<file path="src/udpc_pkg.sv">
// Package for the UDP receive checker: verdict codes, register indexes,
// and the datagram record passed from the parser to the classifier.
// No dependencies.
`default_nettype none

package udpc_pkg;

    typedef enum logic [2:0] {
        VERDICT_ACCEPT    = 3'd0,
        VERDICT_SHORT     = 3'd1,
        VERDICT_BAD_LEN   = 3'd2,
        VERDICT_BAD_CSUM  = 3'd3,
        VERDICT_NO_SOCKET = 3'd4
    } t_verdict;

    localparam logic [2:0] CFG_SLOT_ENABLE = 3'd4;
    localparam int         MAX_SLOTS       = 4;
    localparam int         QUEUE_DEPTH     = 4;
    localparam int         QPTR_W          = $clog2(QUEUE_DEPTH);
    localparam logic [15:0] HDR_LEN        = 16'd8;
    localparam logic [15:0] PROTO_UDP      = 16'd17;

    typedef struct packed {
        logic [15:0] byte_cnt;
        logic [31:0] sum;
        logic [7:0]  hold;
        logic [15:0] len;
        logic [15:0] csum;
        logic [15:0] sport;
        logic [15:0] dport;
        logic [31:0] sip;
        logic [31:0] dip;
    } t_dgram;

    typedef struct packed {
        logic push;
        logic full;
    } t_q_wr;

    typedef struct packed {
        logic pop;
        logic valid;
    } t_q_rd;

endpackage

`default_nettype wire

</file>
<file path="src/udp_receive_checker_top.sv">
// Top level of the UDP receive checker: port-binding registers and the
// parser, queue and classifier. Depends on udpc_pkg and the udpc_* modules.
//
// Datagram bytes are taken one per clock with no gaps required between
// datagrams; the parser holds the running checksum and header fields and hands
// a record to a four-entry queue on the last byte. The classifier takes one
// record per cycle, unless the output is stalled, through two stages
// (partial sums and port lookup, then final add, fold and verdict) into an
// output register; a record passes the queue and then the stage register.
// Only a last byte is stalled, and only while the queue is full. Drop counters
// clear at reset and reflect the update for the datagram being shown.
`default_nettype none

module udp_receive_checker_top
    import udpc_pkg::*;
#(
    parameter int PORT_SLOTS = 4
) (
    input  wire logic        i_clk,
    input  wire logic        i_rst_n,
    input  wire logic        i_in_valid,
    output logic             o_in_stall,
    input  wire logic [7:0]  i_data_byte,
    input  wire logic        i_last,
    input  wire logic [31:0] i_source_ip,
    input  wire logic [31:0] i_dest_ip,
    output logic             o_out_valid,
    input  wire logic        i_out_stall,
    output logic [2:0]       o_verdict,
    output logic [1:0]       o_socket_index,
    output logic [15:0]      o_source_port,
    output logic [15:0]      o_dest_port,
    output logic [15:0]      o_data_length,
    output logic             o_checksum_checked,
    output logic [31:0]      o_short_count,
    output logic [31:0]      o_bad_length_count,
    output logic [31:0]      o_bad_checksum_count,
    output logic [31:0]      o_no_socket_count,
    input  wire logic        i_cfg_valid,
    output logic             o_cfg_ready,
    input  wire logic [2:0]  i_cfg_index,
    input  wire logic [15:0] i_cfg_data
);

    localparam int NSLOT = (PORT_SLOTS < MAX_SLOTS) ? PORT_SLOTS : MAX_SLOTS;

    logic [15:0]      r_port_slot [NSLOT];
    logic [NSLOT-1:0] r_slot_en;
    logic             cfg_wr;

    t_q_wr  q_wr;
    t_q_rd  q_rd;
    t_dgram q_in;
    t_dgram q_head;

    assign o_cfg_ready = 1'b1;
    assign cfg_wr      = i_cfg_valid && o_cfg_ready;

    for (genvar k = 0; k < NSLOT; k++) begin : g_slot
        always_ff @(posedge i_clk) begin
            if (!i_rst_n) begin
                r_port_slot[k] <= '0;
            end else if (cfg_wr && i_cfg_index == 3'(k)) begin
                r_port_slot[k] <= i_cfg_data;
            end
        end
    end

    always_ff @(posedge i_clk) begin
        if (!i_rst_n) begin
            r_slot_en <= '0;
        end else if (cfg_wr && i_cfg_index == CFG_SLOT_ENABLE) begin
            r_slot_en <= i_cfg_data[NSLOT-1:0];
        end
    end

    udpc_front u_front (
        .i_clk       (i_clk),
        .i_rst_n     (i_rst_n),
        .i_in_valid  (i_in_valid),
        .o_in_stall  (o_in_stall),
        .i_data_byte (i_data_byte),
        .i_last      (i_last),
        .i_source_ip (i_source_ip),
        .i_dest_ip   (i_dest_ip),
        .i_q_full    (q_wr.full),
        .o_q_push    (q_wr.push),
        .o_q_data    (q_in)
    );

    udpc_queue u_queue (
        .i_clk   (i_clk),
        .i_rst_n (i_rst_n),
        .i_push  (q_wr.push),
        .i_data  (q_in),
        .o_full  (q_wr.full),
        .i_pop   (q_rd.pop),
        .o_valid (q_rd.valid),
        .o_data  (q_head)
    );

    udpc_back #(
        .NSLOT (NSLOT)
    ) u_back (
        .i_clk                (i_clk),
        .i_rst_n              (i_rst_n),
        .i_q_valid            (q_rd.valid),
        .i_q_data             (q_head),
        .o_q_pop              (q_rd.pop),
        .i_port_slot          (r_port_slot),
        .i_slot_en            (r_slot_en),
        .o_out_valid          (o_out_valid),
        .i_out_stall          (i_out_stall),
        .o_verdict            (o_verdict),
        .o_socket_index       (o_socket_index),
        .o_source_port        (o_source_port),
        .o_dest_port          (o_dest_port),
        .o_data_length        (o_data_length),
        .o_checksum_checked   (o_checksum_checked),
        .o_short_count        (o_short_count),
        .o_bad_length_count   (o_bad_length_count),
        .o_bad_checksum_count (o_bad_checksum_count),
        .o_no_socket_count    (o_no_socket_count)
    );

endmodule

`default_nettype wire

</file>
<file path="src/udpc_front.sv">
// Byte parser: captures header fields and accumulates the checksum sum.
// Pushes one datagram record per last byte. Depends on udpc_pkg.
`default_nettype none

module udpc_front
    import udpc_pkg::*;
(
    input  wire logic        i_clk,
    input  wire logic        i_rst_n,
    input  wire logic        i_in_valid,
    output logic             o_in_stall,
    input  wire logic [7:0]  i_data_byte,
    input  wire logic        i_last,
    input  wire logic [31:0] i_source_ip,
    input  wire logic [31:0] i_dest_ip,
    input  wire logic        i_q_full,
    output logic             o_q_push,
    output t_dgram           o_q_data
);

    logic [15:0] r_byte_cnt, n_byte_cnt;
    logic [31:0] r_sum, n_sum;
    logic [7:0]  r_hold, n_hold;
    logic [15:0] r_len, n_len;
    logic [15:0] r_csum, n_csum;
    logic [15:0] r_sport, n_sport;
    logic [15:0] r_dport, n_dport;
    logic        accept;
    logic        in_range;

    assign o_in_stall = i_q_full && i_last;
    assign accept     = i_in_valid && !o_in_stall;
    assign o_q_push   = accept && i_last;

    always_comb begin
        n_sport = r_sport;
        n_dport = r_dport;
        n_len   = r_len;
        n_csum  = r_csum;
        n_hold  = r_hold;
        n_sum   = r_sum;
        if (r_byte_cnt[15:3] == 13'd0) begin
            unique case (r_byte_cnt[2:0])
                3'd0:    n_sport = {i_data_byte, 8'h00};
                3'd1:    n_sport = {r_sport[15:8], i_data_byte};
                3'd2:    n_dport = {i_data_byte, 8'h00};
                3'd3:    n_dport = {r_dport[15:8], i_data_byte};
                3'd4:    n_len   = {i_data_byte, 8'h00};
                3'd5:    n_len   = {r_len[15:8], i_data_byte};
                3'd6:    n_csum  = {i_data_byte, 8'h00};
                default: n_csum  = {r_csum[15:8], i_data_byte};
            endcase
        end
        in_range = (r_byte_cnt < 16'd6) || (r_byte_cnt < n_len);
        if (in_range) begin
            if (!r_byte_cnt[0]) begin
                n_hold = i_data_byte;
            end else begin
                n_sum = r_sum + {16'd0, r_hold, i_data_byte};
            end
        end
        n_byte_cnt = (r_byte_cnt == 16'hFFFF) ? r_byte_cnt : r_byte_cnt + 16'd1;
    end

    always_comb begin
        o_q_data.byte_cnt = n_byte_cnt;
        o_q_data.sum      = n_sum;
        o_q_data.hold     = n_hold;
        o_q_data.len      = n_len;
        o_q_data.csum     = n_csum;
        o_q_data.sport    = n_sport;
        o_q_data.dport    = n_dport;
        o_q_data.sip      = i_source_ip;
        o_q_data.dip      = i_dest_ip;
    end

    always_ff @(posedge i_clk) begin
        if (!i_rst_n || o_q_push) begin
            r_byte_cnt <= '0;
            r_sum      <= '0;
            r_hold     <= '0;
            r_len      <= '0;
            r_csum     <= '0;
            r_sport    <= '0;
            r_dport    <= '0;
        end else if (accept) begin
            r_byte_cnt <= n_byte_cnt;
            r_sum      <= n_sum;
            r_hold     <= n_hold;
            r_len      <= n_len;
            r_csum     <= n_csum;
            r_sport    <= n_sport;
            r_dport    <= n_dport;
        end
    end

endmodule

`default_nettype wire

</file>
<file path="src/udpc_queue.sv">
// Small FIFO of datagram records between parser and classifier.
// Depends on udpc_pkg.
`default_nettype none

module udpc_queue
    import udpc_pkg::*;
(
    input  wire logic   i_clk,
    input  wire logic   i_rst_n,
    input  wire logic   i_push,
    input  t_dgram      i_data,
    output logic        o_full,
    input  wire logic   i_pop,
    output logic        o_valid,
    output t_dgram      o_data
);

    t_dgram              r_mem [QUEUE_DEPTH];
    logic [QPTR_W-1:0]   r_wr_ptr;
    logic [QPTR_W-1:0]   r_rd_ptr;
    logic [QPTR_W:0]     r_count;

    assign o_full  = (r_count == (QPTR_W+1)'(QUEUE_DEPTH));
    assign o_valid = (r_count != '0);
    assign o_data  = r_mem[r_rd_ptr];

    always_ff @(posedge i_clk) begin
        if (i_push) begin
            r_mem[r_wr_ptr] <= i_data;
        end
    end

    always_ff @(posedge i_clk) begin
        if (!i_rst_n) begin
            r_wr_ptr <= '0;
            r_rd_ptr <= '0;
            r_count  <= '0;
        end else begin
            if (i_push) begin
                r_wr_ptr <= r_wr_ptr + 1'b1;
            end
            if (i_pop) begin
                r_rd_ptr <= r_rd_ptr + 1'b1;
            end
            if (i_push && !i_pop) begin
                r_count <= r_count + 1'b1;
            end else if (!i_push && i_pop) begin
                r_count <= r_count - 1'b1;
            end
        end
    end

    a_no_overflow: assert property (@(posedge i_clk) disable iff (!i_rst_n)
        !(i_push && o_full))
        else $error("queue push while full");

    a_no_underflow: assert property (@(posedge i_clk) disable iff (!i_rst_n)
        !(i_pop && !o_valid))
        else $error("queue pop while empty");

endmodule

`default_nettype wire

</file>
<file path="src/udpc_back.sv">
// Classifier: length and checksum checks, port lookup, drop counters and
// the output register. Depends on udpc_pkg.
`default_nettype none

module udpc_back
    import udpc_pkg::*;
#(
    parameter int NSLOT = 4
) (
    input  wire logic              i_clk,
    input  wire logic              i_rst_n,
    input  wire logic              i_q_valid,
    input  t_dgram                 i_q_data,
    output logic                   o_q_pop,
    input  wire logic [15:0]       i_port_slot [NSLOT],
    input  wire logic [NSLOT-1:0]  i_slot_en,
    output logic                   o_out_valid,
    input  wire logic              i_out_stall,
    output logic [2:0]             o_verdict,
    output logic [1:0]             o_socket_index,
    output logic [15:0]            o_source_port,
    output logic [15:0]            o_dest_port,
    output logic [15:0]            o_data_length,
    output logic                   o_checksum_checked,
    output logic [31:0]            o_short_count,
    output logic [31:0]            o_bad_length_count,
    output logic [31:0]            o_bad_checksum_count,
    output logic [31:0]            o_no_socket_count
);

    typedef struct packed {
        logic        short_dg;
        logic        bad_len;
        logic        csum_nz;
        logic        found;
        logic [1:0]  sock;
        logic [31:0] p1;
        logic [31:0] p2;
        logic [15:0] len;
        logic [15:0] sport;
        logic [15:0] dport;
    } t_s1;

    t_s1         r_s1, n_s1;
    logic        r_s1_valid;
    logic        out_free;
    logic        load;

    logic [31:0] s_tot;
    logic [16:0] fold1;
    logic [15:0] fold2;
    logic        csum_ok;
    t_verdict    n_verdict;

    logic        r_out_valid;
    t_verdict    r_verdict;
    logic [1:0]  r_sock;
    logic [15:0] r_sport;
    logic [15:0] r_dport;
    logic [15:0] r_dlen;
    logic        r_checked;
    logic [31:0] r_cnt [4];

    assign out_free = !r_out_valid || !i_out_stall;
    assign o_q_pop  = i_q_valid && (!r_s1_valid || out_free);
    assign load     = r_s1_valid && out_free;

    always_comb begin
        n_s1.short_dg = (i_q_data.byte_cnt < HDR_LEN);
        n_s1.bad_len  = (i_q_data.len < HDR_LEN) || (i_q_data.len > i_q_data.byte_cnt);
        n_s1.csum_nz  = (i_q_data.csum != 16'd0);
        n_s1.p1       = i_q_data.sum
                      + (i_q_data.len[0] ? {16'd0, i_q_data.hold, 8'h00} : 32'd0)
                      + {16'd0, i_q_data.sip[31:16]}
                      + {16'd0, i_q_data.sip[15:0]};
        n_s1.p2       = {16'd0, i_q_data.dip[31:16]}
                      + {16'd0, i_q_data.dip[15:0]}
                      + {16'd0, PROTO_UDP}
                      + {16'd0, i_q_data.len};
        n_s1.len      = i_q_data.len;
        n_s1.sport    = i_q_data.sport;
        n_s1.dport    = i_q_data.dport;
        n_s1.found    = 1'b0;
        n_s1.sock     = 2'd0;
        for (int k = NSLOT - 1; k >= 0; k--) begin
            if (i_slot_en[k] && (i_port_slot[k] == i_q_data.dport)) begin
                n_s1.found = 1'b1;
                n_s1.sock  = 2'(k);
            end
        end
    end

    always_ff @(posedge i_clk) begin
        if (o_q_pop) begin
            r_s1 <= n_s1;
        end
    end

    always_ff @(posedge i_clk) begin
        if (!i_rst_n) begin
            r_s1_valid <= 1'b0;
        end else if (o_q_pop) begin
            r_s1_valid <= 1'b1;
        end else if (out_free) begin
            r_s1_valid <= 1'b0;
        end
    end

    always_comb begin
        s_tot   = r_s1.p1 + r_s1.p2;
        fold1   = {1'b0, s_tot[15:0]} + {1'b0, s_tot[31:16]};
        fold2   = fold1[15:0] + {15'd0, fold1[16]};
        csum_ok = !r_s1.csum_nz || (fold2 == 16'hFFFF);
        if (r_s1.short_dg) begin
            n_verdict = VERDICT_SHORT;
        end else if (r_s1.bad_len) begin
            n_verdict = VERDICT_BAD_LEN;
        end else if (!csum_ok) begin
            n_verdict = VERDICT_BAD_CSUM;
        end else if (!r_s1.found) begin
            n_verdict = VERDICT_NO_SOCKET;
        end else begin
            n_verdict = VERDICT_ACCEPT;
        end
    end

    always_ff @(posedge i_clk) begin
        if (load) begin
            r_verdict <= n_verdict;
            r_sock    <= (n_verdict == VERDICT_ACCEPT) ? r_s1.sock : 2'd0;
            r_sport   <= r_s1.short_dg ? 16'd0 : r_s1.sport;
            r_dport   <= r_s1.short_dg ? 16'd0 : r_s1.dport;
            r_dlen    <= (n_verdict == VERDICT_ACCEPT) ? r_s1.len - HDR_LEN : 16'd0;
            r_checked <= !r_s1.short_dg && !r_s1.bad_len && r_s1.csum_nz && csum_ok;
        end
    end

    always_ff @(posedge i_clk) begin
        if (!i_rst_n) begin
            r_out_valid <= 1'b0;
            r_cnt[0]    <= '0;
            r_cnt[1]    <= '0;
            r_cnt[2]    <= '0;
            r_cnt[3]    <= '0;
        end else begin
            if (load) begin
                r_out_valid <= 1'b1;
            end else if (out_free) begin
                r_out_valid <= 1'b0;
            end
            if (load && n_verdict == VERDICT_SHORT) begin
                r_cnt[0] <= r_cnt[0] + 32'd1;
            end
            if (load && n_verdict == VERDICT_BAD_LEN) begin
                r_cnt[1] <= r_cnt[1] + 32'd1;
            end
            if (load && n_verdict == VERDICT_BAD_CSUM) begin
                r_cnt[2] <= r_cnt[2] + 32'd1;
            end
            if (load && n_verdict == VERDICT_NO_SOCKET) begin
                r_cnt[3] <= r_cnt[3] + 32'd1;
            end
        end
    end

    assign o_out_valid          = r_out_valid;
    assign o_verdict            = r_verdict;
    assign o_socket_index       = r_sock;
    assign o_source_port        = r_sport;
    assign o_dest_port          = r_dport;
    assign o_data_length        = r_dlen;
    assign o_checksum_checked   = r_checked;
    assign o_short_count        = r_cnt[0];
    assign o_bad_length_count   = r_cnt[1];
    assign o_bad_checksum_count = r_cnt[2];
    assign o_no_socket_count    = r_cnt[3];

    a_short_count: assert property (@(posedge i_clk) disable iff (!i_rst_n)
        (load && n_verdict == VERDICT_SHORT) |=> (r_cnt[0] == $past(r_cnt[0]) + 32'd1))
        else $error("short counter did not advance");

    a_drop_no_len: assert property (@(posedge i_clk) disable iff (!i_rst_n)
        (r_out_valid && r_verdict != VERDICT_ACCEPT) |-> (r_dlen == 16'd0 && r_sock == 2'd0))
        else $error("dropped datagram carries length or socket");

    a_counters_hold: assert property (@(posedge i_clk) disable iff (!i_rst_n)
        !$past(load) |-> $stable(r_cnt[3]))
        else $error("no-socket counter moved without a result");

endmodule

`default_nettype wire
</file>
<file path="config.mk">
export PLATFORM = sky130hd
export DESIGN_NAME = udp_receive_checker_top
export DESIGN_NICKNAME = d
export VERILOG_FILES = /design/src/udpc_pkg.sv /design/src/udp_receive_checker_top.sv /design/src/udpc_front.sv /design/src/udpc_queue.sv /design/src/udpc_back.sv
export SDC_FILE = /design/constraint.sdc
export NUM_CORES = 2
export LEC_CHECK = 0
export BUFFER_PORTS_ARGS = -buffer_cell sky130_fd_sc_hd__buf_2
export CAP_MARGIN = 20
export CORE_MARGIN = 2
export CORE_UTILIZATION = 36
export CTS_BUF_LIST = sky130_fd_sc_hd__clkbuf_16
export DETAILED_ROUTE_END_ITERATION = 16
export PLACE_DENSITY_LB_ADDON = 0.12
export SYNTH_ARGS = -nofsm -noshare
export SYNTH_HDL_FRONTEND = slang
export SYNTH_SLANG_ARGS = --single-unit
</file>
<file path="constraint.sdc">
create_clock -name i_clk -period 11.2 [get_ports i_clk]
set_input_delay 1.12 -clock i_clk [delete_from_list [all_inputs] [get_ports i_clk]]
set_output_delay 1.12 -clock i_clk [all_outputs]
set_load 0.1 [all_outputs]
</file>
==> results.py <==
metrics = {
    "timing": {
        "fin_tns_setup_ns": 0,
        "relSlewSlack_pct": 29.5,
        "fin_skew_ns": 0.0218,
        "final_max_slew_viol_count": 0,
        "setup_viol": 0,
        "final.min_clock_period_ns": 7.74,
        "fin_crit_sh_pct": 69.1,
        "finalHoldViolations": 0,
        "fmax_ghz": 0.129,
        "worstMarginPinSlew_ns": 1.06,
        "rsz0062_at_grt": "false",
    },
    "setup_path": {
        "cp-endpoint": "u_back.r_cnt[3][27]",
        "crit_type": "flip-flop to flip-flop",
        "r2r_end": "u_back.r_cnt[3][27]",
        "critPathLaunchType": "flip-flop",
        "arrival_ns": 8.16,
        "rr_startpoint": "u_back.r_s1[48]",
        "cp.required_ns": 11.62,
        "r2r_slack_ns": 3.46,
        "crit_path_frequent_cell": "ha_1",
        "cp_num_cells": 32,
        "max_stage_delay_ns": 0.65,
        "cp_slowest_cell": "or4b_2",
        "timing.reg2reg.worst_path_depth": 32,
        "critPathMaxFanout": 53,
        "cp-end-kind": "flip-flop",
        "crit_start": "u_back.r_s1[48]",
        "critical-path-top-delay-family": "compound AO/OA/AOI/OAI gates",
        "worst-path-buf-inv": 3,
    },
    "die": {
        "initial_core_util_pct": 36.3,
        "design.core.area_um2": 152000,
        "die_w_um": 396,
        "die_h_um": 396,
        "fp-row-count": 143,
        "fp.dieArea_um2": 157000,
        "ioPinCount": 282,
    },
    "logic_synthesis": {
        "yosysWarnings": 0,
        "syn-mean-instance-area_um2": 14.0,
        "ys_ff_latch": 1221,
        "synth-edff-count": 1022,
        "syn_nets": 4257,
        "synth_seq_area_share_pct": 62.7,
        "yosysTopAreaCellShare_pct": 55.5,
        "synthCells": 3959,
        "async_flop_share_pct": 0,
        "yosysTopAreaCell": "edfxtp_1",
        "synthTopCellsByArea": "edfxtp_1, dfxtp_1, mux4_2",
        "synthesis.area_um2": 55300,
        "synth_cell_types": 84,
        "dominantRegCellSynth": "edfxtp_1",
    },
    "routing": {
        "wire_per_inst_um": 20.9,
        "drc": 0,
        "dr.pass1.iters": 6,
        "vias": 32300,
        "viasPerCell": 5.06,
        "ant_nets": 0,
        "wl_um": 133000,
        "drt_iter0_drc": 1996,
    },
    "final_layout": {
        "diodes": 0,
        "layout-drive-gt1-share_pct": 17.6,
        "final_cell_mix": "edfxtp_1, nand2_1, buf_2",
        "final_common_cell": "edfxtp_1",
        "fillers": 14000,
        "syn2layout_area_growth_pct": 14.4,
        "nets": 4540,
    },
    "min_path": {
        "min_from": "u_front.r_sport[3]",
        "hold_class": "flip-flop to flip-flop",
    },
    "cts": {
        "clock-sinks": 1221,
        "post_cts_buffers": 0,
        "post_cts_resize_count": 0,
        "cts_tree": "yes",
        "htree_levels": 4,
        "cts_root_buf": "clkbuf_16",
        "postCtsHoldBufs": 0,
        "cts.path.max_buffers": 3,
        "clock_latency_ns": 0.78,
        "path_clk_slew_ns": 0.06,
        "cts_inserted_buffers": 141,
    },
    "grt": {
        "grt_pass1_wl_um": 203000,
        "grt_antenna_before_repair": 8,
        "grt_pass1_vias": 31900,
        "grt_max_degree": 115,
        "grt_usage_pct": 16.9,
        "grt_overflow_total": 0,
    },
    "power_and_ir_drop": {
        "worst_ir_drop_vdd_v": 0.000219,
        "p_leak_uw": 0.0220,
        "p_per_area_nw_per_um2": 314,
        "total_power_uw": 19900,
    },
    "outcome": {
        "outcome": "completed",
    },
    "placed_design": {
        "port_buffers": 280,
        "gp_congestion": 0.802,
        "hpwl_um": 87500,
    },
    "flow_run": {
        "drv_cap": 0,
    },
}
-- cells in the mapped netlist (8+ instances only) --
cell type and n:
and2_1 33, xor2_1 135, nor3b_1 11, and4_1 18, clkbuf_1 124, a21o_1 26
ha_1 170, or2_2 11, nor4_1 29, buf_6 8, a21oi_1 129, buf_2 32
xnor2_1 211, nand3_1 109, a21boi_0 71, mux4_2 168, nor2_1 264, and3_1 53
a22o_1 41, o21bai_1 11, fa_1 31, edfxtp_1 1022, dfxtp_1 199, o21a_1 30
a22oi_1 17, o211ai_1 9, nor3_1 58, nor4_2 29, inv_1 142, nand2b_1 21
or3_1 13, a32o_1 9, mux2_2 22, nor2b_1 68, o31ai_1 12, mux2i_1 28
o21ai_0 55, a31oi_1 11, nand2_1 352, buf_1 11, a211oi_1 30, nand4_1 50
-- layout make-up --
cell class / count / area [um2] / share of cell area (%)
Clock buffer: 144 / 3600 / 5.70
Tap cell: 2030 / 2540 / 4.01
Inverter: 143 / 537 / 0.848
Timing Repair Buffer: 319 / 1740 / 2.76
Multi-Input combinational cell: 2416 / 19400 / 30.7
Clock inverter: 117 / 759 / 1.20
Sequential cell: 1221 / 34700 / 54.8
-- report_power, final --
group          internal, uW  switching (uW)  leakage, uW
Combinational          3460            5990      0.00836
Clock                  2480            1850      0.00228
Sequential             5800             275       0.0113
-- sequential cells by signal, summed over array words and instances, names as in the netlist, 32 cells and up, named ones only --
| signal | count |
|---|---|
| u_queue.r_mem | 736 |
| r_port_slot | 64 |
| u_back.r_s1 | 104 |
| u_front.r_sum | 32 |
| u_back.r_cnt | 128 |
-- worst min-delay path: cells and delay by family (launching register included) --
kind / cells / cell delay, ns
DFF: 1 / 0.30
and+or+nand+nor: 1 / 0.05
AOI/OAI and AO/OA: 1 / 0.05
-- routing by layer --
layer  vias up  wire length [um]  global-route usage, %
li1      15400                 -                      -
met1     16100             64000                   24.5
met2       658             60200                   26.0
met3       185              6000                   2.98
met4         6              3050                   5.04
met5         -                29                      0
-- per-stage QoR --
stage | hold WS (ns) | utilization (%) | instance area [um2] | cells | setup WS, ns
5_1_grt | 0.472 | 41.5 | 63300 | 6390 | 2.85
2_1_floorplan | 0.436 | - | 55300 | 3959 | 2.50
6_report | 0.453 | 41.5 | 63300 | 6390 | 3.46
4_1_cts | 0.454 | 41.5 | 63300 | 6389 | 3.42
3_5_place_dp | 0.447 | 38.7 | 58900 | 6128 | 3.44
3_3_place_gp | 0.441 | 38.7 | 58900 | 6128 | 3.46
-- cell families (layout without fill, tap and decap cells) --
logic type | Yosys count | in the layout | synth area share (%)
flip-flops | 1221 | 1221 | 62.7
adder cells (fa/ha/maj) | 201 | 201 | 4.97
multiplexers | 218 | 218 | 7.80
XOR/XNOR | 347 | 347 | 5.51
AO/OA/AOI/OAI | 500 | 500 | 6.21
other | 1 | 1 | 0.00678
AND/OR/NAND/NOR | 1149 | 1149 | 10.4
buffers and inverters | 322 | 723 | 2.39
-- worst min-delay path by stage --
stage	cells after the start	to	slack (ns)
4_1_cts	2	u_front.r_sport[2]	0.45
3_3_place_gp	2	u_front.r_sport[5]	0.44
2_1_floorplan	2	u_front.r_csum[15]	0.44
6_report	2	u_front.r_sport[3]	0.45
5_1_grt	2	u_front.r_sport[1]	0.47
3_5_place_dp	2	u_front.r_dport[14]	0.45
No activity file was read; power rests on OpenSTA's default activity.
